===== config.mk =====
export PLATFORM = sky130hd
export DESIGN_NAME = largest_usable_ram_run
export DESIGN_NICKNAME = d
export VERILOG_FILES = /design/src/rtl/lurr_pkg.sv /design/src/rtl/largest_usable_ram_run.sv /design/src/rtl/lurr_align.sv
export SDC_FILE = /design/constraint.sdc
export NUM_CORES = 2
export LEC_CHECK = 0
export BUFFER_PORTS_ARGS = -buffer_cell sky130_fd_sc_hd__clkbuf_2
export CAP_MARGIN = 25
export CORE_UTILIZATION = 30
export CTS_CLUSTER_SIZE = 20
export DETAILED_ROUTE_END_ITERATION = 10
export MAX_ROUTING_LAYER = met4
export PLACE_DENSITY = 0.56
export SYNTH_ARGS = -nofsm -noshare
export SYNTH_HDL_FRONTEND = slang
export SYNTH_SLANG_ARGS = --single-unit

===== constraint.sdc =====
create_clock -name clk -period 10.3 [get_ports clk]
set_input_delay 2.06 -clock clk [delete_from_list [all_inputs] [get_ports clk]]
set_output_delay 2.06 -clock clk [all_outputs]
set_load 0.05 [all_outputs]

===== src/rtl/lurr_pkg.sv =====
// lurr_pkg: shared widths, memory type codes and helpers for the largest usable
// ram run block. Used by largest_usable_ram_run, lurr_align and lurr_checker.
// No dependencies.
package lurr_pkg;

  // descriptor field widths
  localparam int MEM_TYPE_W  = 32;
  localparam int PHYS_W      = 48;
  localparam int PAGES_W     = 37;

  // result field widths
  localparam int OUT_ADDR_W  = 48;
  localparam int TOTAL_W     = 52;

  // packed stream widths, padded to whole bytes
  localparam int IN_FIELDS_W  = MEM_TYPE_W + PHYS_W + PAGES_W;
  localparam int IN_TDATA_W   = ((IN_FIELDS_W + 7) / 8) * 8;
  localparam int OUT_FIELDS_W = OUT_ADDR_W + OUT_ADDR_W + TOTAL_W;
  localparam int OUT_TDATA_W  = ((OUT_FIELDS_W + 7) / 8) * 8;

  localparam logic [TOTAL_W-1:0]    TOTAL_MAX    = '1;
  localparam logic [OUT_ADDR_W-1:0] OUT_ADDR_MAX = '1;

  // memory type codes that count as usable ram
  localparam logic [MEM_TYPE_W-1:0] MT_LOADER_CODE        = 32'd1;
  localparam logic [MEM_TYPE_W-1:0] MT_LOADER_DATA        = 32'd2;
  localparam logic [MEM_TYPE_W-1:0] MT_BOOT_SERVICES_CODE = 32'd3;
  localparam logic [MEM_TYPE_W-1:0] MT_BOOT_SERVICES_DATA = 32'd4;
  localparam logic [MEM_TYPE_W-1:0] MT_RUNTIME_CODE       = 32'd5;
  localparam logic [MEM_TYPE_W-1:0] MT_RUNTIME_DATA       = 32'd6;
  localparam logic [MEM_TYPE_W-1:0] MT_CONVENTIONAL       = 32'd7;
  localparam logic [MEM_TYPE_W-1:0] MT_ACPI_RECLAIM       = 32'd9;
  localparam logic [MEM_TYPE_W-1:0] MT_ACPI_NVS           = 32'd10;

  function automatic logic mem_type_usable(input logic [MEM_TYPE_W-1:0] t);
    return (t == MT_LOADER_CODE)        || (t == MT_LOADER_DATA)  ||
           (t == MT_BOOT_SERVICES_CODE) || (t == MT_BOOT_SERVICES_DATA) ||
           (t == MT_RUNTIME_CODE)       || (t == MT_RUNTIME_DATA) ||
           (t == MT_CONVENTIONAL)       || (t == MT_ACPI_RECLAIM) ||
           (t == MT_ACPI_NVS);
  endfunction

endpackage


===== src/rtl/largest_usable_ram_run.sv =====
// largest_usable_ram_run: top level, scans memory map descriptors for the
// longest contiguous usable ram run. Depends on lurr_pkg and lurr_align.
//
// usage:
//   descriptors enter on the in_ stream, one item per cycle while in_tready is high; in_tlast marks
//   the final descriptor of a map. one result item leaves on the out_ stream
//   for each map, after its last descriptor: aligned base, aligned size and
//   the saturating total of usable bytes, with out_tuser flagging an empty
//   aligned run.
//   throughput: one descriptor per cycle while in_tready is high, set by the run
//   update (one length compare chain on the registered run and best-run state).
//   path: a result passes the input register, the snapshot register and the
//   result register after its last descriptor is accepted, and can be held in each.
//   reset: rst_n low clears the run state, the running total and all valid
//   flags; no result is pending afterwards.
//   stalls: a held result does not block the descriptors of the next map;
//   only a second last descriptor waits while both the snapshot and the
//   result register are occupied, and then in_tready drops.
module largest_usable_ram_run #(
  parameter int ADDR_BITS   = 48,
  parameter int ALIGN_SHIFT = 21,
  parameter int PAGE_SHIFT  = 12
) (
  input  logic                               clk,
  input  logic                               rst_n,
  input  logic                               in_tvalid,
  output logic                               in_tready,
  // mem_type [31:0], phys_start [79:32], page_count [116:80], zero pad above
  input  logic [lurr_pkg::IN_TDATA_W-1:0]    in_tdata,
  input  logic                               in_tlast,   // is_last
  output logic                               out_tvalid,
  input  logic                               out_tready,
  // ram_base [47:0], ram_size [95:48], total_bytes [147:96], zero pad above
  output logic [lurr_pkg::OUT_TDATA_W-1:0]   out_tdata,
  // no_aligned_run [0]
  output logic [0:0]                         out_tuser
);

  localparam int AW        = ADDR_BITS;
  localparam int LW        = ADDR_BITS + 1;
  localparam int LEN_W     = lurr_pkg::PAGES_W + PAGE_SHIFT;
  localparam int END_W     = ((AW > LEN_W) ? AW : LEN_W) + 1;
  localparam int SUM_W     = ((lurr_pkg::TOTAL_W > LEN_W) ? lurr_pkg::TOTAL_W : LEN_W) + 1;
  localparam int START_SEL = (AW < lurr_pkg::PHYS_W) ? AW : lurr_pkg::PHYS_W;
  localparam int TYPE_LO   = 0;
  localparam int START_LO  = lurr_pkg::MEM_TYPE_W;
  localparam int PAGES_LO  = START_LO + lurr_pkg::PHYS_W;
  localparam int OUT_PAD   = lurr_pkg::OUT_TDATA_W - lurr_pkg::OUT_FIELDS_W;

  // input register
  logic                                s1_v_r;
  logic [lurr_pkg::MEM_TYPE_W-1:0]     s1_type_r;
  logic [lurr_pkg::PHYS_W-1:0]         s1_start_r;
  logic [lurr_pkg::PAGES_W-1:0]        s1_pages_r;
  logic                                s1_last_r;

  // run state
  logic [AW-1:0]                       run_first_r, run_first_nxt;
  logic [LW-1:0]                       run_limit_r, run_limit_nxt;
  logic                                run_open_r,  run_open_nxt;
  logic [AW-1:0]                       best_first_r, best_first_nxt;
  logic [LW-1:0]                       best_limit_r, best_limit_nxt;
  logic [lurr_pkg::TOTAL_W-1:0]        usable_sum_r, usable_sum_nxt;

  // snapshot of a finished map
  logic                                snap_v_r;
  logic [AW-1:0]                       snap_first_r;
  logic [LW-1:0]                       snap_limit_r;
  logic [lurr_pkg::TOTAL_W-1:0]        snap_sum_r;

  // result register
  logic                                out_v_r;
  logic [lurr_pkg::OUT_ADDR_W-1:0]     out_base_r;
  logic [lurr_pkg::OUT_ADDR_W-1:0]     out_size_r;
  logic [lurr_pkg::TOTAL_W-1:0]        out_total_r;
  logic                                out_none_r;

  // handshake
  logic in_fire, s1_fire, out_free, snap_free, out_load;

  // descriptor decode and run update
  logic                                usable;
  logic [AW-1:0]                       start_a;
  logic [LEN_W-1:0]                    len;
  logic [END_W-1:0]                    end_full;
  logic [LW-1:0]                       end_sat;
  logic [SUM_W-1:0]                    sum_full;
  logic [lurr_pkg::TOTAL_W-1:0]        sum_sat;
  logic                                extend;
  logic [LW-1:0]                       run_len, best_len, new_len;
  logic                                close_old, close_fin;
  logic [AW-1:0]                       upd_first, mid_first, fin_first;
  logic [LW-1:0]                       upd_limit, mid_limit, fin_limit;
  logic                                upd_open;

  // aligned result
  logic [lurr_pkg::OUT_ADDR_W-1:0]     al_base, al_size;
  logic                                al_none;

  assign out_free  = !out_v_r || out_tready;
  assign snap_free = !snap_v_r || out_free;
  assign out_load  = snap_v_r && out_free;
  // a last descriptor needs a free snapshot slot; others always retire
  assign s1_fire   = s1_v_r && (!s1_last_r || snap_free);
  assign in_tready = !s1_v_r || s1_fire;
  assign in_fire   = in_tvalid && in_tready;

  always_comb begin
    usable   = lurr_pkg::mem_type_usable(s1_type_r);
    start_a  = AW'(s1_start_r[START_SEL-1:0]);
    len      = {s1_pages_r, {PAGE_SHIFT{1'b0}}};
    end_full = END_W'(start_a) + END_W'(len);
    end_sat  = (end_full > END_W'({LW{1'b1}})) ? {LW{1'b1}} : LW'(end_full);
    sum_full = SUM_W'(usable_sum_r) + SUM_W'(len);
    sum_sat  = (sum_full > SUM_W'(lurr_pkg::TOTAL_MAX)) ? lurr_pkg::TOTAL_MAX
                                                         : lurr_pkg::TOTAL_W'(sum_full);

    extend   = run_open_r && ({1'b0, start_a} == run_limit_r);
    run_len  = run_limit_r - {1'b0, run_first_r};
    best_len = best_limit_r - {1'b0, best_first_r};

    // a usable descriptor that does not continue the run closes it
    close_old = usable && !extend && run_open_r && (run_len > best_len);
    mid_first = close_old ? run_first_r : best_first_r;
    mid_limit = close_old ? run_limit_r : best_limit_r;

    if (usable) begin
      upd_first = extend ? run_first_r : start_a;
      upd_limit = end_sat;
      upd_open  = 1'b1;
    end else begin
      upd_first = run_first_r;
      upd_limit = run_limit_r;
      upd_open  = run_open_r;
    end

    // final close on the last descriptor, compared against both candidates
    new_len   = upd_limit - {1'b0, upd_first};
    close_fin = upd_open && (close_old ? (new_len > run_len) : (new_len > best_len));
    fin_first = close_fin ? upd_first : mid_first;
    fin_limit = close_fin ? upd_limit : mid_limit;

    run_first_nxt  = run_first_r;
    run_limit_nxt  = run_limit_r;
    run_open_nxt   = run_open_r;
    best_first_nxt = best_first_r;
    best_limit_nxt = best_limit_r;
    usable_sum_nxt = usable_sum_r;
    if (s1_fire) begin
      if (s1_last_r) begin
        run_first_nxt  = '0;
        run_limit_nxt  = '0;
        run_open_nxt   = 1'b0;
        best_first_nxt = '0;
        best_limit_nxt = '0;
        usable_sum_nxt = '0;
      end else begin
        run_first_nxt  = upd_first;
        run_limit_nxt  = upd_limit;
        run_open_nxt   = upd_open;
        best_first_nxt = mid_first;
        best_limit_nxt = mid_limit;
        usable_sum_nxt = usable ? sum_sat : usable_sum_r;
      end
    end
  end

  lurr_align #(
    .ADDR_BITS   (ADDR_BITS),
    .ALIGN_SHIFT (ALIGN_SHIFT)
  ) u_align (
    .first_i (snap_first_r),
    .limit_i (snap_limit_r),
    .base_o  (al_base),
    .size_o  (al_size),
    .none_o  (al_none)
  );

  // control state and valid flags
  always_ff @(posedge clk) begin
    if (!rst_n) begin
      s1_v_r       <= 1'b0;
      snap_v_r     <= 1'b0;
      out_v_r      <= 1'b0;
      run_first_r  <= '0;
      run_limit_r  <= '0;
      run_open_r   <= 1'b0;
      best_first_r <= '0;
      best_limit_r <= '0;
      usable_sum_r <= '0;
    end else begin
      if (in_fire) begin
        s1_v_r <= 1'b1;
      end else if (s1_fire) begin
        s1_v_r <= 1'b0;
      end
      if (s1_fire && s1_last_r) begin
        snap_v_r <= 1'b1;
      end else if (out_load) begin
        snap_v_r <= 1'b0;
      end
      if (out_load) begin
        out_v_r <= 1'b1;
      end else if (out_tready) begin
        out_v_r <= 1'b0;
      end
      run_first_r  <= run_first_nxt;
      run_limit_r  <= run_limit_nxt;
      run_open_r   <= run_open_nxt;
      best_first_r <= best_first_nxt;
      best_limit_r <= best_limit_nxt;
      usable_sum_r <= usable_sum_nxt;
    end
  end

  // payload registers
  always_ff @(posedge clk) begin
    if (in_fire) begin
      s1_type_r  <= in_tdata[TYPE_LO +: lurr_pkg::MEM_TYPE_W];
      s1_start_r <= in_tdata[START_LO +: lurr_pkg::PHYS_W];
      s1_pages_r <= in_tdata[PAGES_LO +: lurr_pkg::PAGES_W];
      s1_last_r  <= in_tlast;
    end
    if (s1_fire && s1_last_r) begin
      snap_first_r <= fin_first;
      snap_limit_r <= fin_limit;
      snap_sum_r   <= usable ? sum_sat : usable_sum_r;
    end
    if (out_load) begin
      out_base_r  <= al_base;
      out_size_r  <= al_size;
      out_total_r <= snap_sum_r;
      out_none_r  <= al_none;
    end
  end

  assign out_tvalid = out_v_r;
  assign out_tdata  = {{OUT_PAD{1'b0}}, out_total_r, out_size_r, out_base_r};
  assign out_tuser  = out_none_r;

endmodule


===== src/rtl/lurr_align.sv =====
// lurr_align: rounds the best run inward to the alignment granule and
// saturates base and size to the result width. Depends on lurr_pkg.
module lurr_align #(
  parameter int ADDR_BITS   = 48,
  parameter int ALIGN_SHIFT = 21
) (
  input  logic [ADDR_BITS-1:0]              first_i,
  input  logic [ADDR_BITS:0]                limit_i,
  output logic [lurr_pkg::OUT_ADDR_W-1:0]   base_o,
  output logic [lurr_pkg::OUT_ADDR_W-1:0]   size_o,
  output logic                              none_o
);

  localparam int LW    = ADDR_BITS + 1;
  localparam int SAT_W = (LW > lurr_pkg::OUT_ADDR_W) ? LW : lurr_pkg::OUT_ADDR_W;
  localparam logic [LW-1:0] ALIGN_M1 = LW'((64'd1 << ALIGN_SHIFT) - 64'd1);

  logic [LW-1:0]    base_up;
  logic [LW-1:0]    base_al;
  logic [LW-1:0]    lim_al;
  logic [LW-1:0]    diff;
  logic [SAT_W-1:0] base_w;
  logic [SAT_W-1:0] size_w;

  always_comb begin
    base_up = {1'b0, first_i} + ALIGN_M1;
    base_al = base_up & ~ALIGN_M1;
    lim_al  = limit_i & ~ALIGN_M1;
    none_o  = !(lim_al > base_al);
    diff    = lim_al - base_al;
    base_w  = SAT_W'(base_al);
    size_w  = none_o ? '0 : SAT_W'(diff);
    base_o  = (base_w > SAT_W'(lurr_pkg::OUT_ADDR_MAX)) ? lurr_pkg::OUT_ADDR_MAX
                                                         : lurr_pkg::OUT_ADDR_W'(base_w);
    size_o  = (size_w > SAT_W'(lurr_pkg::OUT_ADDR_MAX)) ? lurr_pkg::OUT_ADDR_MAX
                                                         : lurr_pkg::OUT_ADDR_W'(size_w);
  end

endmodule


# Word level (Yosys, flattened, before mapping)
# Cells that the tools add are included.
# totals
reg_bits	666
in_bits	125
output_inout_bits	155
elab_cells	102
# op_classes
add_sub_neg	7
magnitude_cmp	8
eq_ne	10
muxes	26
n_reduce_logical	30
# op_table
operator	n
2-to-1 mux 49 bit	7
2-to-1 mux 48 bit	6
greater-than comparator 49 bit	4
2-to-1 mux 52 bit	3
subtractor 49 x 48 -> 49 bit	3
equality test 32 x 3 -> 1 bit, second input constant	4
greater-than comparator 49 x 48 -> 1 bit, second input constant	2
equality test 32 x 2 -> 1 bit, second input constant	2
equality test 32 x 4 -> 1 bit, second input constant	2
adder 52 x 49 -> 53 bit	1
greater-than comparator 53 x 52 -> 1 bit, second input constant	1
adder 48 x 49 -> 50 bit	1
greater-than comparator 50 x 49 -> 1 bit, second input constant	1
adder 48 x 21 -> 49 bit, second input constant	1
equality test 48 x 49 -> 1 bit	1
subtractor 49 bit	1
equality test 32 x 1 -> 1 bit, second input constant	1
2-to-1 mux 21 bit	1
logical OR 1 bit	12
logical AND 1 bit	9
2-to-1 mux 1 bit	9
logical NOT 1 bit	6
nonzero test 2 bit	3

# Longest topological paths before layout
# logic_depth
ltp_word	15
mapped_depth	38
ltp_nobuf	34

# Cells and area by module
# Synthesis repeated with hierarchy kept, for this count alone.
# unflattened
cells_unflattened	4532
area_unflattened_um2	43970.9
# modules_own_cells
mod	instances	cells_each	area_per_inst_um2
largest_usable_ram_run	1	4073	40854.2
lurr_align	1	459	3116.7

# Least setup slack after synthesis
# OpenSTA, ideal clock, no wires.
# synth_timing
path_type	input-to-reg
start	in out_tready
end	reg snap_first_r[0] (enable)
setup_ps	619
arrival_ps	7853
setup_slack_ps	1828
path_stages	5
n_path_buf	1
cell_sequence	nor2b_1 -> nand3_1 -> nand2_1 -> clkbuf_1 -> nor2_1
# synth_between
elab_chain_len	5
# synth_rtl
element	line	rtl
start: declaration	largest_usable_ram_run.sv:32	input logic out_tready,
logical OR 1 bit	largest_usable_ram_run.sv:100	assign out_free = !out_v_r || out_tready;
logical OR 1 bit	largest_usable_ram_run.sv:101	assign snap_free = !snap_v_r || out_free;
logical OR 1 bit	largest_usable_ram_run.sv:104	assign s1_fire = s1_v_r && (!s1_last_r || snap_free);
logical AND 1 bit	largest_usable_ram_run.sv:104	
logical AND 1 bit	largest_usable_ram_run.sv:224	if (s1_fire && s1_last_r) begin
end signal: assignment	largest_usable_ram_run.sv:225	snap_first_r <= fin_first;
end: declaration	largest_usable_ram_run.sv:67	logic [AW-1:0] snap_first_r;
# Every way passes these cells.
# A chain may end at the register's enable or synchronous reset.

# Final worst setup path
# layout_timing
start	reg s1_start_r[22] in the netlist's numbering
end	reg snap_limit_r[24], data pin
# layout_between
elab_chain_len	9
# layout_rtl
element	line	rtl
start: declaration	largest_usable_ram_run.sv:53	logic [lurr_pkg::PHYS_W-1:0] s1_start_r;
start signal: assignment	largest_usable_ram_run.sv:220	s1_start_r <= in_tdata[START_LO +: lurr_pkg::PHYS_W];
adder 48 x 49 -> 50 bit or equality test 48 x 49 -> 1 bit (tied branches)	largest_usable_ram_run.sv:112, largest_usable_ram_run.sv:118	
greater-than comparator 50 x 49 -> 1 bit or logical AND 1 bit (tied branches)	largest_usable_ram_run.sv:113, largest_usable_ram_run.sv:118	
2-to-1 mux 49 bit, or another cell as far along	largest_usable_ram_run.sv:113	end_sat = (end_full > END_W'({LW{1'b1}})) ? {LW{1'b1}} : LW'(end_full);
2-to-1 mux 49 bit, or another cell as far along	largest_usable_ram_run.sv:127	if (usable) begin
subtractor 49 x 48 -> 49 bit or logical AND 1 bit (tied branches)	largest_usable_ram_run.sv:138, largest_usable_ram_run.sv:123	
greater-than comparator 49 bit or logical AND 1 bit (tied branches)	largest_usable_ram_run.sv:139, largest_usable_ram_run.sv:123	
2-to-1 mux 1 bit	largest_usable_ram_run.sv:139	close_fin = upd_open && (close_old ? (new_len > run_len) : (new_len > best_len));
logical AND 1 bit	largest_usable_ram_run.sv:139	
2-to-1 mux 49 bit (*)	largest_usable_ram_run.sv:141	fin_limit = close_fin ? upd_limit : mid_limit;
via fin_limit[24]	largest_usable_ram_run.sv:93	logic [LW-1:0] upd_limit, mid_limit, fin_limit;
end signal: assignment	largest_usable_ram_run.sv:226	snap_limit_r <= fin_limit;
end: declaration	largest_usable_ram_run.sv:68	logic [LW-1:0] snap_limit_r;
# The timed path passes the listed nets; every way through them passes the cells marked *.

==> results.cfg <==
[cts]
clk_pin_slew_ps = 70
cts_buffer_depth = 3
cts-root-buf = clkbuf_16
cts-buffers-inserted = 68
h-tree-depth = 3
clock-sinks = 605
clock_latency_ps = 670
tritoncts = yes

[power]
power.leakage_nw = 19.1
power_frac_seq_pct = 46.3
p_clk_share_pct = 44.7
internal_power_mw = 4.31
swShare_pct = 25.6
combPwrFrac_pct = 9.0
p_per_area_nw_per_um2 = 124
ir_worst_vdd_v = 0.000127
p_switching_mw = 1.48

[setup_path]
crit_path_end_kind = register
cp_slowest_stage_delay_ps = 680
worstReg2RegStart = s1_start_r[22]
crit_type = register to register
crit_required_ps = 10830
cp_num_buf_inv = 7
worstPathMaxFanout = 36
r2r-end = snap_limit_r[24]
rrSetupSlack_ps = 510
cp.arrival_ps = 10320
startpoint_type = register
r2r_cells = 36
slowest_stage = a2111oi_0
cp_top_family = compound AO/OA/AOI/OAI gates

[drt]
first_iter_violations = 3348
wirelength_um = 142000
dr.pass1.iters = 6
ant_nets = 0
drcViolationCount = 0
wire_per_inst_um = 22.2
viasPerCell = 5.38
vias = 34500

[synth]
synthArstFlopShare_pct = 0
yosysUniqueCellTypes = 88
syn_inst = 4359
synth-edff-count = 355
syn_area_per_cell_um2 = 9.36
yosysSeqAreaShare_pct = 38.4
yosys_warnings = 0
synth_area_um2 = 40800
synth_seq_cells = 605
synthFlopType = edfxtp_1

[timing]
finalSetupViolations = 0
max_freq_ghz = 0.102
slew_headroom_pct = 22.7
fin_setup_tns_ps = 0
hold_viol_final = 0
rsz0062_at_grt = false
maxSlewViolCount = 0
fin_skew_ps = 30.7
worst_pin_slew_ps = 1150
min_period_ps = 9790
finalCritPeriodShare_pct = 95.0

[hold_path]
min_delay_path_depth = 0
hp-class = register to register
hold_end = out_total_r[13]
hold_start = snap_sum_r[13]

[final_layout]
nFillCells = 13700
layout-drive-gt1-share_pct = 11.9
layout_commonest_cell = a21oi_1
nets = 5104
seqCellArea_um2 = 15700
mostFrequentLayoutCells = a21oi_1 (396), ha_1 (393), edfxtp_1 (355), nor2_1 (308), clkbuf_2 (271)
multi_input_area_um2 = 23300
syn2layout_area_growth_pct = 14.1
stdcell_count = 6405

[grt]
grtUsageTotal_pct = 20.7
grt_pass1_vias = 32100
antenna_found_initial = 4
grt_pass1_wl_um = 208000
overflow = 0
grt_max_degree = 130

[placed_design]
place_congestion = 0.989
dp_hpwl_um = 110000
place_inst = 6277
io_buffers = 272

[outcome]
status = finished, final reports clean

[floorplan]
core-area_um2 = 134000
die_area_um2 = 138000
start_util_pct = 30.4
top_level_ports = 280
rows = 134
dieHeight_um = 371
die_w_um = 371

[job]
cap_violations = 0
[flip-flops by register name (all words and copies together) (netlist names)]
name and count:
out_tvalid 1, out_tuser 1, best_first_r 48, snap_sum_r 52
snap_limit_r 28, run_open_r 1, s1_start_r 48, out_size_r 28
usable_sum_r 52, run_limit_r 49, run_first_r 48, s1_pages_r 37
snap_first_r 48, snap_v_r 1, s1_v_r 1, s1_type_r 32
s1_last_r 1, out_total_r 52, out_base_r 28, best_limit_r 49
[power groups by stage]
| stage | registers (mW) | clock network [mW] | logic, mW |
|---|---|---|---|
| floorplan | 2.73 | 0 | 0.331 |
| global placement | 2.74 | 0 | 0.514 |
| detailed placement | 2.74 | 0 | 0.515 |
| global route | 2.69 | 2.73 | 0.563 |
| CTS | 2.68 | 2.64 | 0.518 |
| finish | 2.68 | 2.59 | 0.523 |
[repair_timing]
item                                   4_1_cts  5_1_grt
setup buffers                                0        0
hold buffers                                 0        0
setup endpoints to repair                    0       58
endpoints found under the hold margin        0        0
resized for setup                            0        2
[cell families after synthesis]
kind of cell	Yosys count	share of synthesized area [%]
other	1	0.00919
AOI/OAI and AO/OA	1379	22.1
adders and majority gates	399	12.3
and+or+nand+nor	1144	14.1
DFF	605	38.4
muxes	68	1.69
xor gates and xnor gates	300	6.48
buffers and inverters	463	4.87
[final cells by class]
class,count,area share (%)
repair buffers,361,4.56
diodes,2,0.0107
well taps,1768,4.75
clock inverters,32,0.779
inverters,250,2.02
multi-input cells,3294,50.0
clock buffers,93,4.28
flip-flops and latches,605,33.6
[worst register-to-register path, delay by kind of cell, from the launching register on]
family / cells / cell delay (ps)
AO/OA/AOI/OAI: 20 / 5270
XOR/XNOR: 1 / 260
adder cells (fa/ha/maj): 3 / 1090
buffers and inverters: 7 / 1570
flip-flops: 1 / 500
AND/OR/NAND/NOR: 5 / 940
[how the worst max path moves through the flow]
stage	end	slack [ps]	start	cells after the start
2_1_floorplan	snap_first_r[0]	1830	out_tready	5
3_3_place_gp	snap_limit_r[24]	470	s1_start_r[22]	36
3_5_place_dp	snap_limit_r[24]	480	s1_start_r[22]	36
4_1_cts	snap_limit_r[24]	430	s1_start_r[22]	36
5_1_grt	snap_limit_r[24]	40	s1_start_r[22]	37
6_report	snap_limit_r[24]	510	s1_start_r[22]	36
[per-layer routing]
metal  routed length, um  global-route usage (%)  share of wire [%]  up-vias
met1               66700                    28.7                 47    16500
met5                   0                       -                  0        -
met2               62800                    31.5                 44     1228
li1                    -                       -                  -    16500
met3                8700                    2.51                6.1      211
met4                4230                    5.84                3.0        0
[synth_stat cells, types with 51 or more instances]
master    count  area (um^2)
nand2_1     224          841
o21ai_0     186          931
nor2b_1     141          882
xnor2_1     170         1490
a211oi_1     93          698
xor2_1      129         1130
nand2b_1     51          319
a31oi_1      71          444
nand3_1      80          400
clkbuf_1    122          458
o22ai_1      65          407
inv_1       250          938
edfxtp_1    355        10700
and2_1       95          594
dfxtp_1     250         5000
nor2_1      311         1170
a21o_1      144         1080
mux2i_1      62          621
ha_1        393         4920
o21a_1       53          398
nand4_1      74          463
a22oi_1     110          826
a21oi_1     396         1980
[through the flow]
step / utilization (%) / power, mW / area (um^2) / hold WS (ps) / setup slack (ps)
2_1_floorplan: - / 3.06 / 40800 / 400 / 1830
3_3_place_gp: 32.9 / 3.25 / 44200 / 403 / 467
3_5_place_dp: 32.9 / 3.25 / 44200 / 405 / 481
4_1_cts: 34.7 / 5.85 / 46500 / 418 / 433
5_1_grt: 34.7 / 5.98 / 46600 / 422 / 38.9
6_report: 34.7 / 5.80 / 46600 / 418 / 510
Note: power is estimated with default switching activity, not from simulation.
